**src/sv/sptw_pkg.sv**
```systemverilog
// sptw_pkg: shared types, constants and helpers for the sv39 page table walker
// no dependencies; imported by sptw_table_mem, sptw_walker and sv39_page_table_walker

package sptw_pkg;

  // fixed geometry of an sv39 walk
  localparam int unsigned LEVELS         = 3;
  localparam int unsigned POOL_PAGES_DEF = 16;
  localparam int unsigned LVL_W          = 2;
  localparam int unsigned VPN_W          = 9;
  localparam int unsigned PAGE_OFF_W     = 12;
  localparam int unsigned PPN_W          = 44;
  localparam int unsigned VA_W           = 39;
  localparam int unsigned PA_W           = 56;
  localparam int unsigned PERM_W         = 8;
  localparam int unsigned ENTRY_W        = 64;

  // entry bit positions
  localparam int unsigned PTE_V_BIT   = 0;
  localparam int unsigned PTE_A_BIT   = 6;
  localparam int unsigned PTE_D_BIT   = 7;
  localparam int unsigned PTE_PPN_LSB = 10;
  localparam int unsigned PTE_PPN_MSB = PTE_PPN_LSB + PPN_W - 1;

  typedef enum logic [1:0] {
    CMD_TRANSLATE = 2'd0,
    CMD_INSTALL   = 2'd1,
    CMD_UNINSTALL = 2'd2,
    CMD_ACCESS    = 2'd3
  } cmd_e;

  typedef enum logic [1:0] {
    ST_OK        = 2'd0,
    ST_UNMAPPED  = 2'd1,
    ST_EXHAUSTED = 2'd2,
    ST_OUTSIDE   = 2'd3
  } status_e;

  // one command word
  typedef struct packed {
    logic              dirty;
    logic [PERM_W-1:0] perm;
    logic [PA_W-1:0]   phys_addr;
    logic [VA_W-1:0]   vaddr;
    cmd_e              cmd;
  } item_t;

  // one result word plus its valid
  typedef struct packed {
    logic               valid;
    logic [ENTRY_W-1:0] leaf_entry;
    logic [PA_W-1:0]    page_base;
    status_e            status;
  } result_t;

  // vpn field of a virtual address for a given level
  function automatic logic [VPN_W-1:0] vpn_of(input logic [VA_W-1:0] va,
                                             input logic [LVL_W-1:0] lvl);
    logic [VPN_W-1:0] vpn;
    case (lvl)
      2'd2:    vpn = va[38:30];
      2'd1:    vpn = va[29:21];
      default: vpn = va[20:12];
    endcase
    return vpn;
  endfunction

endpackage

```
**src/sv/sptw_walker.sv**
```systemverilog
// sptw_walker: command sequencer that walks, builds and updates the table store
// depends on sptw_pkg; drives the ports of sptw_table_mem and hands results upward

module sptw_walker import sptw_pkg::*; #(
  parameter int unsigned POOL_PAGES = POOL_PAGES_DEF,
  parameter int unsigned ADDR_W     = $clog2(POOL_PAGES) + VPN_W
) (
  input  logic               clk_i,
  input  logic               rst_ni,
  input  logic               cfg_we_i,
  input  logic [PPN_W-1:0]   cfg_wdata_i,
  input  logic               in_valid_i,
  output logic               in_ready_o,
  input  item_t              in_item_i,
  output result_t            res_o,
  input  logic               res_ready_i,
  output logic               mem_we_o,
  output logic [ADDR_W-1:0]  mem_waddr_o,
  output logic [ENTRY_W-1:0] mem_wdata_o,
  output logic [ADDR_W-1:0]  mem_raddr_o,
  input  logic [ENTRY_W-1:0] mem_rdata_i
);

  localparam int unsigned PAGE_W = ADDR_W - VPN_W;
  localparam int unsigned CNT_W  = $clog2(POOL_PAGES + 1);
  localparam int unsigned DEPTH  = POOL_PAGES * (2 ** VPN_W);

  typedef enum logic [2:0] {
    S_CLEAR,
    S_IDLE,
    S_READ,
    S_EVAL,
    S_ZERO,
    S_LINK,
    S_DONE
  } state_e;

  state_e             state_q, state_d;
  logic [PPN_W-1:0]   base_q, base_d;
  item_t              item_q, item_d;
  logic [LVL_W-1:0]   lvl_q, lvl_d;
  logic [PAGE_W-1:0]  page_q, page_d;
  logic [ADDR_W-1:0]  idx_q, idx_d;
  logic [CNT_W-1:0]   nfp_q, nfp_d;
  logic [PAGE_W-1:0]  np_q, np_d;
  logic [ADDR_W-1:0]  cnt_q, cnt_d;
  status_e            status_q, status_d;
  logic [ENTRY_W-1:0] entry_q, entry_d;

  logic [ENTRY_W-1:0] rd_entry;
  logic [PPN_W-1:0]   ptr_off;
  logic [PPN_W-1:0]   link_ppn;
  logic [ENTRY_W-1:0] leaf_new;

  assign rd_entry = mem_rdata_i;
  assign ptr_off  = rd_entry[PTE_PPN_MSB:PTE_PPN_LSB] - base_q;
  assign link_ppn = base_q + PPN_W'(np_q);

  // next state, memory control and result
  always_comb begin
    state_d  = state_q;
    base_d   = base_q;
    item_d   = item_q;
    lvl_d    = lvl_q;
    page_d   = page_q;
    idx_d    = idx_q;
    nfp_d    = nfp_q;
    np_d     = np_q;
    cnt_d    = cnt_q;
    status_d = status_q;
    entry_d  = entry_q;
    leaf_new = '0;

    mem_we_o    = 1'b0;
    mem_waddr_o = idx_q;
    mem_wdata_o = '0;
    mem_raddr_o = {page_q, vpn_of(item_q.vaddr, lvl_q)};
    in_ready_o  = 1'b0;

    res_o.valid      = 1'b0;
    res_o.status     = status_q;
    res_o.leaf_entry = entry_q;
    res_o.page_base  = {entry_q[PTE_PPN_MSB:PTE_PPN_LSB], {PAGE_OFF_W{1'b0}}};

    if (cfg_we_i) begin
      base_d = cfg_wdata_i;
    end

    case (state_q)
      // zero the whole store after reset
      S_CLEAR: begin
        mem_we_o    = 1'b1;
        mem_waddr_o = cnt_q;
        cnt_d       = cnt_q + ADDR_W'(1);
        if (cnt_q == ADDR_W'(DEPTH - 1)) begin
          cnt_d   = '0;
          state_d = S_IDLE;
        end
      end

      S_IDLE: begin
        in_ready_o = 1'b1;
        if (in_valid_i) begin
          item_d  = in_item_i;
          lvl_d   = LVL_W'(LEVELS - 1);
          page_d  = '0;
          state_d = S_READ;
        end
      end

      // issue the read for the current level
      S_READ: begin
        idx_d   = mem_raddr_o;
        state_d = S_EVAL;
      end

      // look at the entry read for this level
      S_EVAL: begin
        if (lvl_q == '0) begin
          state_d = S_DONE;
          if (item_q.cmd == CMD_INSTALL) begin
            leaf_new = {{(ENTRY_W - PTE_PPN_MSB - 1){1'b0}},
                        item_q.phys_addr[PA_W-1:PAGE_OFF_W],
                        {(PTE_PPN_LSB - PERM_W){1'b0}}, item_q.perm};
            leaf_new[PTE_V_BIT] = 1'b1;
            mem_we_o    = 1'b1;
            mem_wdata_o = leaf_new;
            status_d    = ST_OK;
            entry_d     = leaf_new;
          end else if (!rd_entry[PTE_V_BIT]) begin
            status_d = ST_UNMAPPED;
            entry_d  = '0;
          end else begin
            status_d = ST_OK;
            leaf_new = rd_entry;
            case (item_q.cmd)
              CMD_UNINSTALL: begin
                leaf_new[PTE_V_BIT] = 1'b0;
                mem_we_o = 1'b1;
              end
              CMD_ACCESS: begin
                leaf_new[PTE_A_BIT] = 1'b1;
                if (item_q.dirty) begin
                  leaf_new[PTE_D_BIT] = 1'b1;
                end
                mem_we_o = 1'b1;
              end
              default: begin
              end
            endcase
            mem_wdata_o = leaf_new;
            entry_d     = leaf_new;
          end
        end else if (!rd_entry[PTE_V_BIT]) begin
          // missing table: allocate for install, otherwise give up
          if (item_q.cmd == CMD_INSTALL && nfp_q != CNT_W'(POOL_PAGES)) begin
            np_d    = nfp_q[PAGE_W-1:0];
            nfp_d   = nfp_q + CNT_W'(1);
            cnt_d   = '0;
            state_d = S_ZERO;
          end else begin
            status_d = (item_q.cmd == CMD_INSTALL) ? ST_EXHAUSTED : ST_UNMAPPED;
            entry_d  = '0;
            state_d  = S_DONE;
          end
        end else if (ptr_off >= PPN_W'(POOL_PAGES)) begin
          status_d = ST_OUTSIDE;
          entry_d  = '0;
          state_d  = S_DONE;
        end else begin
          page_d  = ptr_off[PAGE_W-1:0];
          lvl_d   = lvl_q - LVL_W'(1);
          state_d = S_READ;
        end
      end

      // zero the newly allocated table page, one entry a cycle
      S_ZERO: begin
        mem_we_o    = 1'b1;
        mem_waddr_o = {np_q, cnt_q[VPN_W-1:0]};
        cnt_d       = cnt_q + ADDR_W'(1);
        if (cnt_q[VPN_W-1:0] == {VPN_W{1'b1}}) begin
          cnt_d   = '0;
          state_d = S_LINK;
        end
      end

      // write the pointer to the new table and descend into it
      S_LINK: begin
        mem_we_o    = 1'b1;
        mem_wdata_o = {{(ENTRY_W - PTE_PPN_MSB - 1){1'b0}}, link_ppn,
                       {(PTE_PPN_LSB - 1){1'b0}}, 1'b1};
        page_d      = np_q;
        lvl_d       = lvl_q - LVL_W'(1);
        state_d     = S_READ;
      end

      S_DONE: begin
        res_o.valid = 1'b1;
        if (res_ready_i) begin
          state_d = S_IDLE;
        end
      end

      default: begin
        state_d = S_IDLE;
      end
    endcase
  end

  // control state
  always_ff @(posedge clk_i or negedge rst_ni) begin
    if (!rst_ni) begin
      state_q <= S_CLEAR;
      base_q  <= '0;
      nfp_q   <= CNT_W'(1);
      cnt_q   <= '0;
    end else begin
      state_q <= state_d;
      base_q  <= base_d;
      nfp_q   <= nfp_d;
      cnt_q   <= cnt_d;
    end
  end

  // walk payload
  always_ff @(posedge clk_i) begin
    item_q   <= item_d;
    lvl_q    <= lvl_d;
    page_q   <= page_d;
    idx_q    <= idx_d;
    np_q     <= np_d;
    status_q <= status_d;
    entry_q  <= entry_d;
  end

  // allocator never passes the end of the pool
  a_nfp_bound: assert property (@(posedge clk_i) disable iff (!rst_ni)
    nfp_q <= CNT_W'(POOL_PAGES))
    else $error("table allocator beyond pool");

  // failed commands report an empty leaf
  a_fail_empty: assert property (@(posedge clk_i) disable iff (!rst_ni)
    (res_o.valid && res_o.status != ST_OK) |-> (res_o.leaf_entry == '0))
    else $error("failed command with nonzero leaf");

  // no store write while waiting for a command
  a_idle_quiet: assert property (@(posedge clk_i) disable iff (!rst_ni)
    in_ready_o |-> !mem_we_o)
    else $error("store written while idle");

  // a new table is linked only right after its zeroing sweep
  a_link_after_zero: assert property (@(posedge clk_i) disable iff (!rst_ni)
    (state_q == S_LINK) |-> ($past(state_q) == S_ZERO))
    else $error("table linked without zeroing");

endmodule

```
**config.mk**
```make
export PLATFORM = sky130hd
export DESIGN_NAME = sptw_walker
export DESIGN_NICKNAME = d
export VERILOG_FILES = /design/src/sv/sptw_pkg.sv /design/src/sv/sptw_walker.sv
export SDC_FILE = /design/constraint.sdc
export NUM_CORES = 1
export LEC_CHECK = 0
export ABC_AREA = 1
export BUFFER_PORTS_ARGS = -buffer_cell sky130_fd_sc_hd__buf_2
export CAP_MARGIN = 10
export CORE_MARGIN = 2
export CORE_UTILIZATION = 40
export DETAILED_ROUTE_END_ITERATION = 10
export GPL_TIMING_DRIVEN = 1
export MAX_ROUTING_LAYER = met4
export PLACE_DENSITY_LB_ADDON = 0.25
export SLEW_MARGIN = 40
export SYNTH_ARGS = -nofsm -noshare
export SYNTH_HDL_FRONTEND = slang
export SYNTH_SLANG_ARGS = --single-unit
```
**constraint.sdc**
```tcl
create_clock -name clk_i -period 7.3 [get_ports clk_i]
set_clock_uncertainty 0.2 [all_clocks]
set_input_delay 0.365 -clock clk_i [delete_from_list [all_inputs] [get_ports clk_i]]
set_output_delay 0.365 -clock clk_i [all_outputs]
set_load 0.005 [all_outputs]
```
After elaboration in Yosys (flattened, before gate mapping)
Index checks and enable logic that the tools add are counted.
{"block": "totals", "reg_bits": 260, "word_cells": 113}
{"block": "classes", "n_bitwise": 2, "magnitude_cmp": 1, "mux": 52, "n_addsub": 5, "eq_ne": 25, "reduce_logical": 13}
{"cell": "$mux 64", "n": 7}
{"cell": "$pmux 64 s2", "n": 1}
{"cell": "$mux 13", "n": 5}
{"cell": "$add 44x4->44", "n": 1}
{"cell": "$ge 44x5->1 const B", "n": 1}
{"cell": "$sub 44x44->44", "n": 1}
{"cell": "$pmux 13 s3", "n": 1}
{"cell": "$pmux 13 s2", "n": 1}
{"cell": "$mux 2", "n": 11}
{"cell": "$mux 3", "n": 7}
{"cell": "$pmux 3 s7", "n": 1}
{"cell": "$ne 2x2->1 const B", "n": 9}
{"cell": "$pmux 9 s2", "n": 1}
{"cell": "$mux 4", "n": 4}
{"cell": "$add 13x1->13 const B", "n": 1}
{"cell": "$eq 13x13->1 const B", "n": 1}
{"cell": "$pmux 4 s3", "n": 1}
{"cell": "$reduce_and 4->1", "n": 3}
{"cell": "$mux 1", "n": 10}
{"cell": "$eq 3x3->1 const B", "n": 3}
{"cell": "$eq 9x9->1 const B", "n": 1}
{"cell": "$eq 2x2->1 const B", "n": 3}
{"cell": "$eq 3x2->1 const B", "n": 2}
{"cell": "$pmux 2 s3", "n": 1}
{"cell": "other kinds (18)", "n": 21}

Depth between registers and ports, before layout
{"block": "depth", "ltp_word": 7, "mapped_depth": 21}

Worst setup path before layout
OpenSTA, ideal clock, no wires.
{"block": "synth_path", "path_type": "flip-flop to flip-flop", "start": "register state_q[0]", "end": "register item_q[0] (netlist name), enable pin", "arrival_time_ns": 6.130, "slack_ns": 0.350, "stages_incl_launch_ff": 5, "required_ns": 6.480, "cell_sequence": "dfrtp_1 > inv_1 > nor2_1 > inv_1 > nor3_1"}
{"block": "synth_via", "elab_chain_cells": 2}
{"item": "from (decl)", "line": "sptw_walker.sv:38", "rtl": "state_e state_q, state_d;"}
{"item": "from (signal assigned)", "line": "sptw_walker.sv:219", "rtl": "state_q <= state_d;"}
{"item": "$eq 3x1->1", "line": "sptw_walker.sv:89", "rtl": "case (state_q)"}
{"item": "$reduce_and 2->1 (no source line)"}
{"item": "to (signal assigned)", "line": "sptw_walker.sv:228", "rtl": "item_q <= item_d;"}
{"item": "to (decl)", "line": "sptw_walker.sv:40", "rtl": "item_t item_q, item_d;"}
Every way passes these cells.
A chain may end at the register's enable or synchronous reset.

Final worst setup path
{"block": "layout_path", "start": "register base_q[19]", "end": "register entry_q[5], enable pin"}
{"block": "layout_via", "elab_chain_cells": 4}
{"item": "from (decl)", "line": "sptw_walker.sv:39", "rtl": "logic [PPN_W-1:0] base_q, base_d;"}
{"item": "from (signal assigned)", "line": "sptw_walker.sv:220", "rtl": "base_q <= base_d;"}
{"item": "$sub 44x44->44", "line": "sptw_walker.sv:56", "rtl": "assign ptr_off = rd_entry[PTE_PPN_MSB:PTE_PPN_LSB] - base_q;"}
{"item": "$ge 44x5->1", "line": "sptw_walker.sv:166", "rtl": "end else if (ptr_off >= PPN_W'(POOL_PAGES)) begin"}
{"item": "$ne 3x1->1 (no source line)"}
{"item": "$reduce_and 3->1 (no source line)"}
{"item": "to (signal assigned)", "line": "sptw_walker.sv:234", "rtl": "entry_q <= entry_d;"}
{"item": "to (decl)", "line": "sptw_walker.sv:48", "rtl": "logic [ENTRY_W-1:0] entry_q, entry_d;"}
Every way passes these cells.

==> qor.yml <==
synth.avg_cell_area_um2: 7.61
endpoint_kind: "flop"
holdPathStages: 3
clockPowerShare: 0.395
dieArea_um2: 39900
tritoncts: "yes"
p_per_area_nw_per_um2: 184
grt.overflow.total: 0
ir_drop_mv: 0.184
tns_ns: 0
setup_violations: 0
arrival_ns: 4.58
final_core_util: 0.529
outcome: "completed"
antenna_found_initial: 0
cp_slowest_stage_delay_ns: 0.51
syn_area_um2: 15300
core-area_um2: 37700
syn_to_final_growth_pct: 30.1
cts_root_buffer: "clkbuf_16"
slowest_stage: "nor2_4"
max_freq_mhz: 220
drv_slew: 0
insertion_delay_ns: 0.59
leakage_uw: 0.00938
r2r_end: "entry_q[5]$_DFFE_PP_"
pin_count: 434
startpoint: "base_q[19]$_DFFE_PN0P_"
crit_top_cell: "nor2_1"
p_sw_uw: 1110
startpoint_type: "flop"
cp_num_buf_inv: 2
rsz0062_at_grt: "no"
die_y_um: 200
hold_class: "input pin to flop"
synth_enable_flop_cells: 170
rr_worst_depth: 15
grt_use_total: 0.321
ys_seq_area_frac: 0.439
tightest_slew_ns: 0.826
r2r_setup_slack_ns: 2.76
cp_max_fo: 29
grt_pass1_vias: 15300
viasPerCell: 5.14
gp_congestion: 1.02
synthCells: 2014
layout_min_cycle_time_ns: 4.54
synth-async-reset-ratio: 0.277
rows: 71
wl_mm: 63.2
hpwlAfterDp_mm: 49.9
critPathTopFamily: "simple AND/OR/NAND/NOR gates"
cts_buffers: 28
timing.final.crit_share: 0.622
dr.first_iter.drc_count: 1292
maxCapViolCount: 0
r2r_start: "base_q[19]$_DFFE_PN0P_"
worstPathRequired_ns: 7.34
p_seq_frac: 0.402
nFillCells: 3684
hold_violations: 0
wl_per_cell_um: 20.8
htree_num_levels: 1
fin_nets: 2781
drive_gt1_frac: 0.201
synth.distinct_cells: 51
clkTransAtPathRegs_ns: 0.06
die_w_um: 200
slew_headroom: 0.450
detail-route-antenna-nets: 0
path_class: "flop to flop"
cts.sinks: 235
cp_cell_sequence: "inv_1, ha_1, a21oi_1, nor2_1, nor2_1, nand2_1, nand3b_1, nand2_1, nand3_1, nand4_1, nor2_1, nand3_1, o21ai_1, nor2_4, buf_4"
seqCellArea_um2: 6730
drc: 0
first_pass_iters: 6
cts_setup_buffers: 0
initial_utilization: 0.407
grt_pass1_wl_mm: 91.6
grt_max_degree: 88
hp-start: "mem_rdata_i[17]"
ys.flop_type: "edfxtp_1"
p_int_uw: 2550
hold_path_end: "entry_q[17]$_DFFE_PP_"
power_frac_comb: 0.203
n_antenna_cell: 0
multi_input_area_um2: 6910
sw_frac_of_total: 0.304
port-buffer-count: 396
cts_resized: 0
yosysWarnings: 0
ys_ff_latch: 235
vias: 15600
clock_path_buffers: 3
-- cell usage after synthesis (8+ instances only) --
| cell type | n | share of area |
|---|---|---|
| edfxtp_1 | 170 | 0.33 |
| nand4_1 | 18 | 0.0073 |
| xor2_1 | 14 | 0.0080 |
| o22ai_1 | 16 | 0.0065 |
| clkbuf_1 | 41 | 0.010 |
| nand2_2 | 10 | 0.0041 |
| nand3_1 | 90 | 0.029 |
| nor4_1 | 22 | 0.0090 |
| ha_1 | 54 | 0.044 |
| nor2_1 | 181 | 0.044 |
| a22o_1 | 28 | 0.016 |
| inv_1 | 303 | 0.074 |
| a21oi_1 | 89 | 0.029 |
| o21bai_1 | 8 | 0.0039 |
| buf_4 | 56 | 0.027 |
| o21ai_0 | 106 | 0.035 |
| nand3b_1 | 11 | 0.0054 |
| a31oi_1 | 12 | 0.0049 |
| nor3_1 | 49 | 0.016 |
| nand2_1 | 597 | 0.15 |
| dfrtp_1 | 64 | 0.10 |
-- flip-flops by register name, summed over array words and instances (netlist names), 3 cells and up --
register  cells
np_q          4
nfp_q         5
entry_q      64
idx_q        13
item_q       81
cnt_q        13
state_q       3
base_q       44
page_q        4
-- cell type report --
class	instances	share of cell area
clock buffer	38	0.0395
clock inverter	14	0.00791
inverter	307	0.0578
multi-input combinational	1378	0.347
sequential	235	0.338
tap	511	0.0321
timing repair buffer	556	0.178
-- placed cells by master (no fill, tap or decap), drive strengths merged, types with 3 or more instances in the layout --
cell | synthesis | routed
nand4 | 18 | 18
clkbuf | 41 | 38
a32o | 7 | 7
dfrtp | 64 | 64
xor2 | 14 | 14
nand3b | 11 | 11
o32ai | 3 | 3
buf | 64 | 412
nor2 | 193 | 193
edfxtp | 170 | 170
dlygate4sd3 | 0 | 144
ha | 54 | 54
a22o | 28 | 28
inv | 306 | 308
a31oi | 13 | 13
nand3 | 95 | 95
o22ai | 16 | 16
o21bai | 8 | 8
o21ai | 109 | 109
o211ai | 5 | 5
nand2 | 608 | 608
o31ai | 3 | 3
clkinv | 1 | 9
nor4 | 23 | 23
nor3 | 54 | 54
conb | 1 | 12
a21oi | 90 | 90
-- power by group through the flow --
stage	Sequential [uW]	Clock, uW	Combinational, uW
finish	1470	1450	741
global route	1470	1520	821
CTS	1470	1470	734
detailed placement	1500	0	670
global placement	1500	0	669
floorplan	1490	0	426
-- through the flow --
| stage | hold slack [ns] | cells | area (um2) | setup slack [ns] | power (uW) |
|---|---|---|---|---|---|
| finish | 0.0175 | 3039 | 19900 | 2.76 | 3660 |
| global route | 0.0166 | 3039 | 19900 | 2.61 | 3810 |
| CTS | 0.000462 | 3039 | 19900 | 2.88 | 3670 |
| detailed placement | 0.244 | 2843 | 17500 | 2.80 | 2170 |
| global placement | 0.233 | 2843 | 17500 | 2.82 | 2170 |
| floorplan | -0.131 | 2025 | 15400 | 0.350 | 1910 |
-- how the worst max path moves through the flow --
stage	cells past startpoint	to	slack [ns]
after floorplan	4	item_q[0]$_DFFE_PP_	0.35
after global placement	20	entry_q[61]$_DFFE_PP_	2.82
after detailed placement	20	entry_q[61]$_DFFE_PP_	2.80
after CTS	15	entry_q[5]$_DFFE_PP_	2.88
after global routing	15	mem_wdata_o[30]	2.61
final	15	entry_q[5]$_DFFE_PP_	2.76
-- worst min-delay path: stages --
cell,delay (ns)
buf_2,0.12
nand2_1,0.06
a21oi_1,0.07
-- per-layer routing --
metal / share of wire / wire length (um) / vias up / global-route usage
met2: 0.49 / 31100 / 666 / 0.555
li1: - / - / 7525 / -
met4: 0.038 / 2390 / 0 / 0.115
met3: 0.067 / 4260 / 104 / 0.0423
met5: 0 / 0 / - / -
met1: 0.40 / 25400 / 7328 / 0.384
-- kinds of logic (layout without fill, tap and decap cells) --
family,after synthesis,count (layout),synth area share
DFF,235,235,0.439
AOI/OAI and AO/OA,287,287,0.110
adders and majority gates,56,56,0.0467
and+or+nand+nor,1006,1006,0.279
buffers and inverters,412,915,0.115
other,1,12,0.000245
muxes,1,1,0.000735
xor gates and xnor gates,16,16,0.00914
-- timing repair --
action	CTS	global route
hold endpoints to repair	207	0
endpoints found under the setup margin	0	0
hold buffers	144	0
Power figures use the tool's default switching activity.
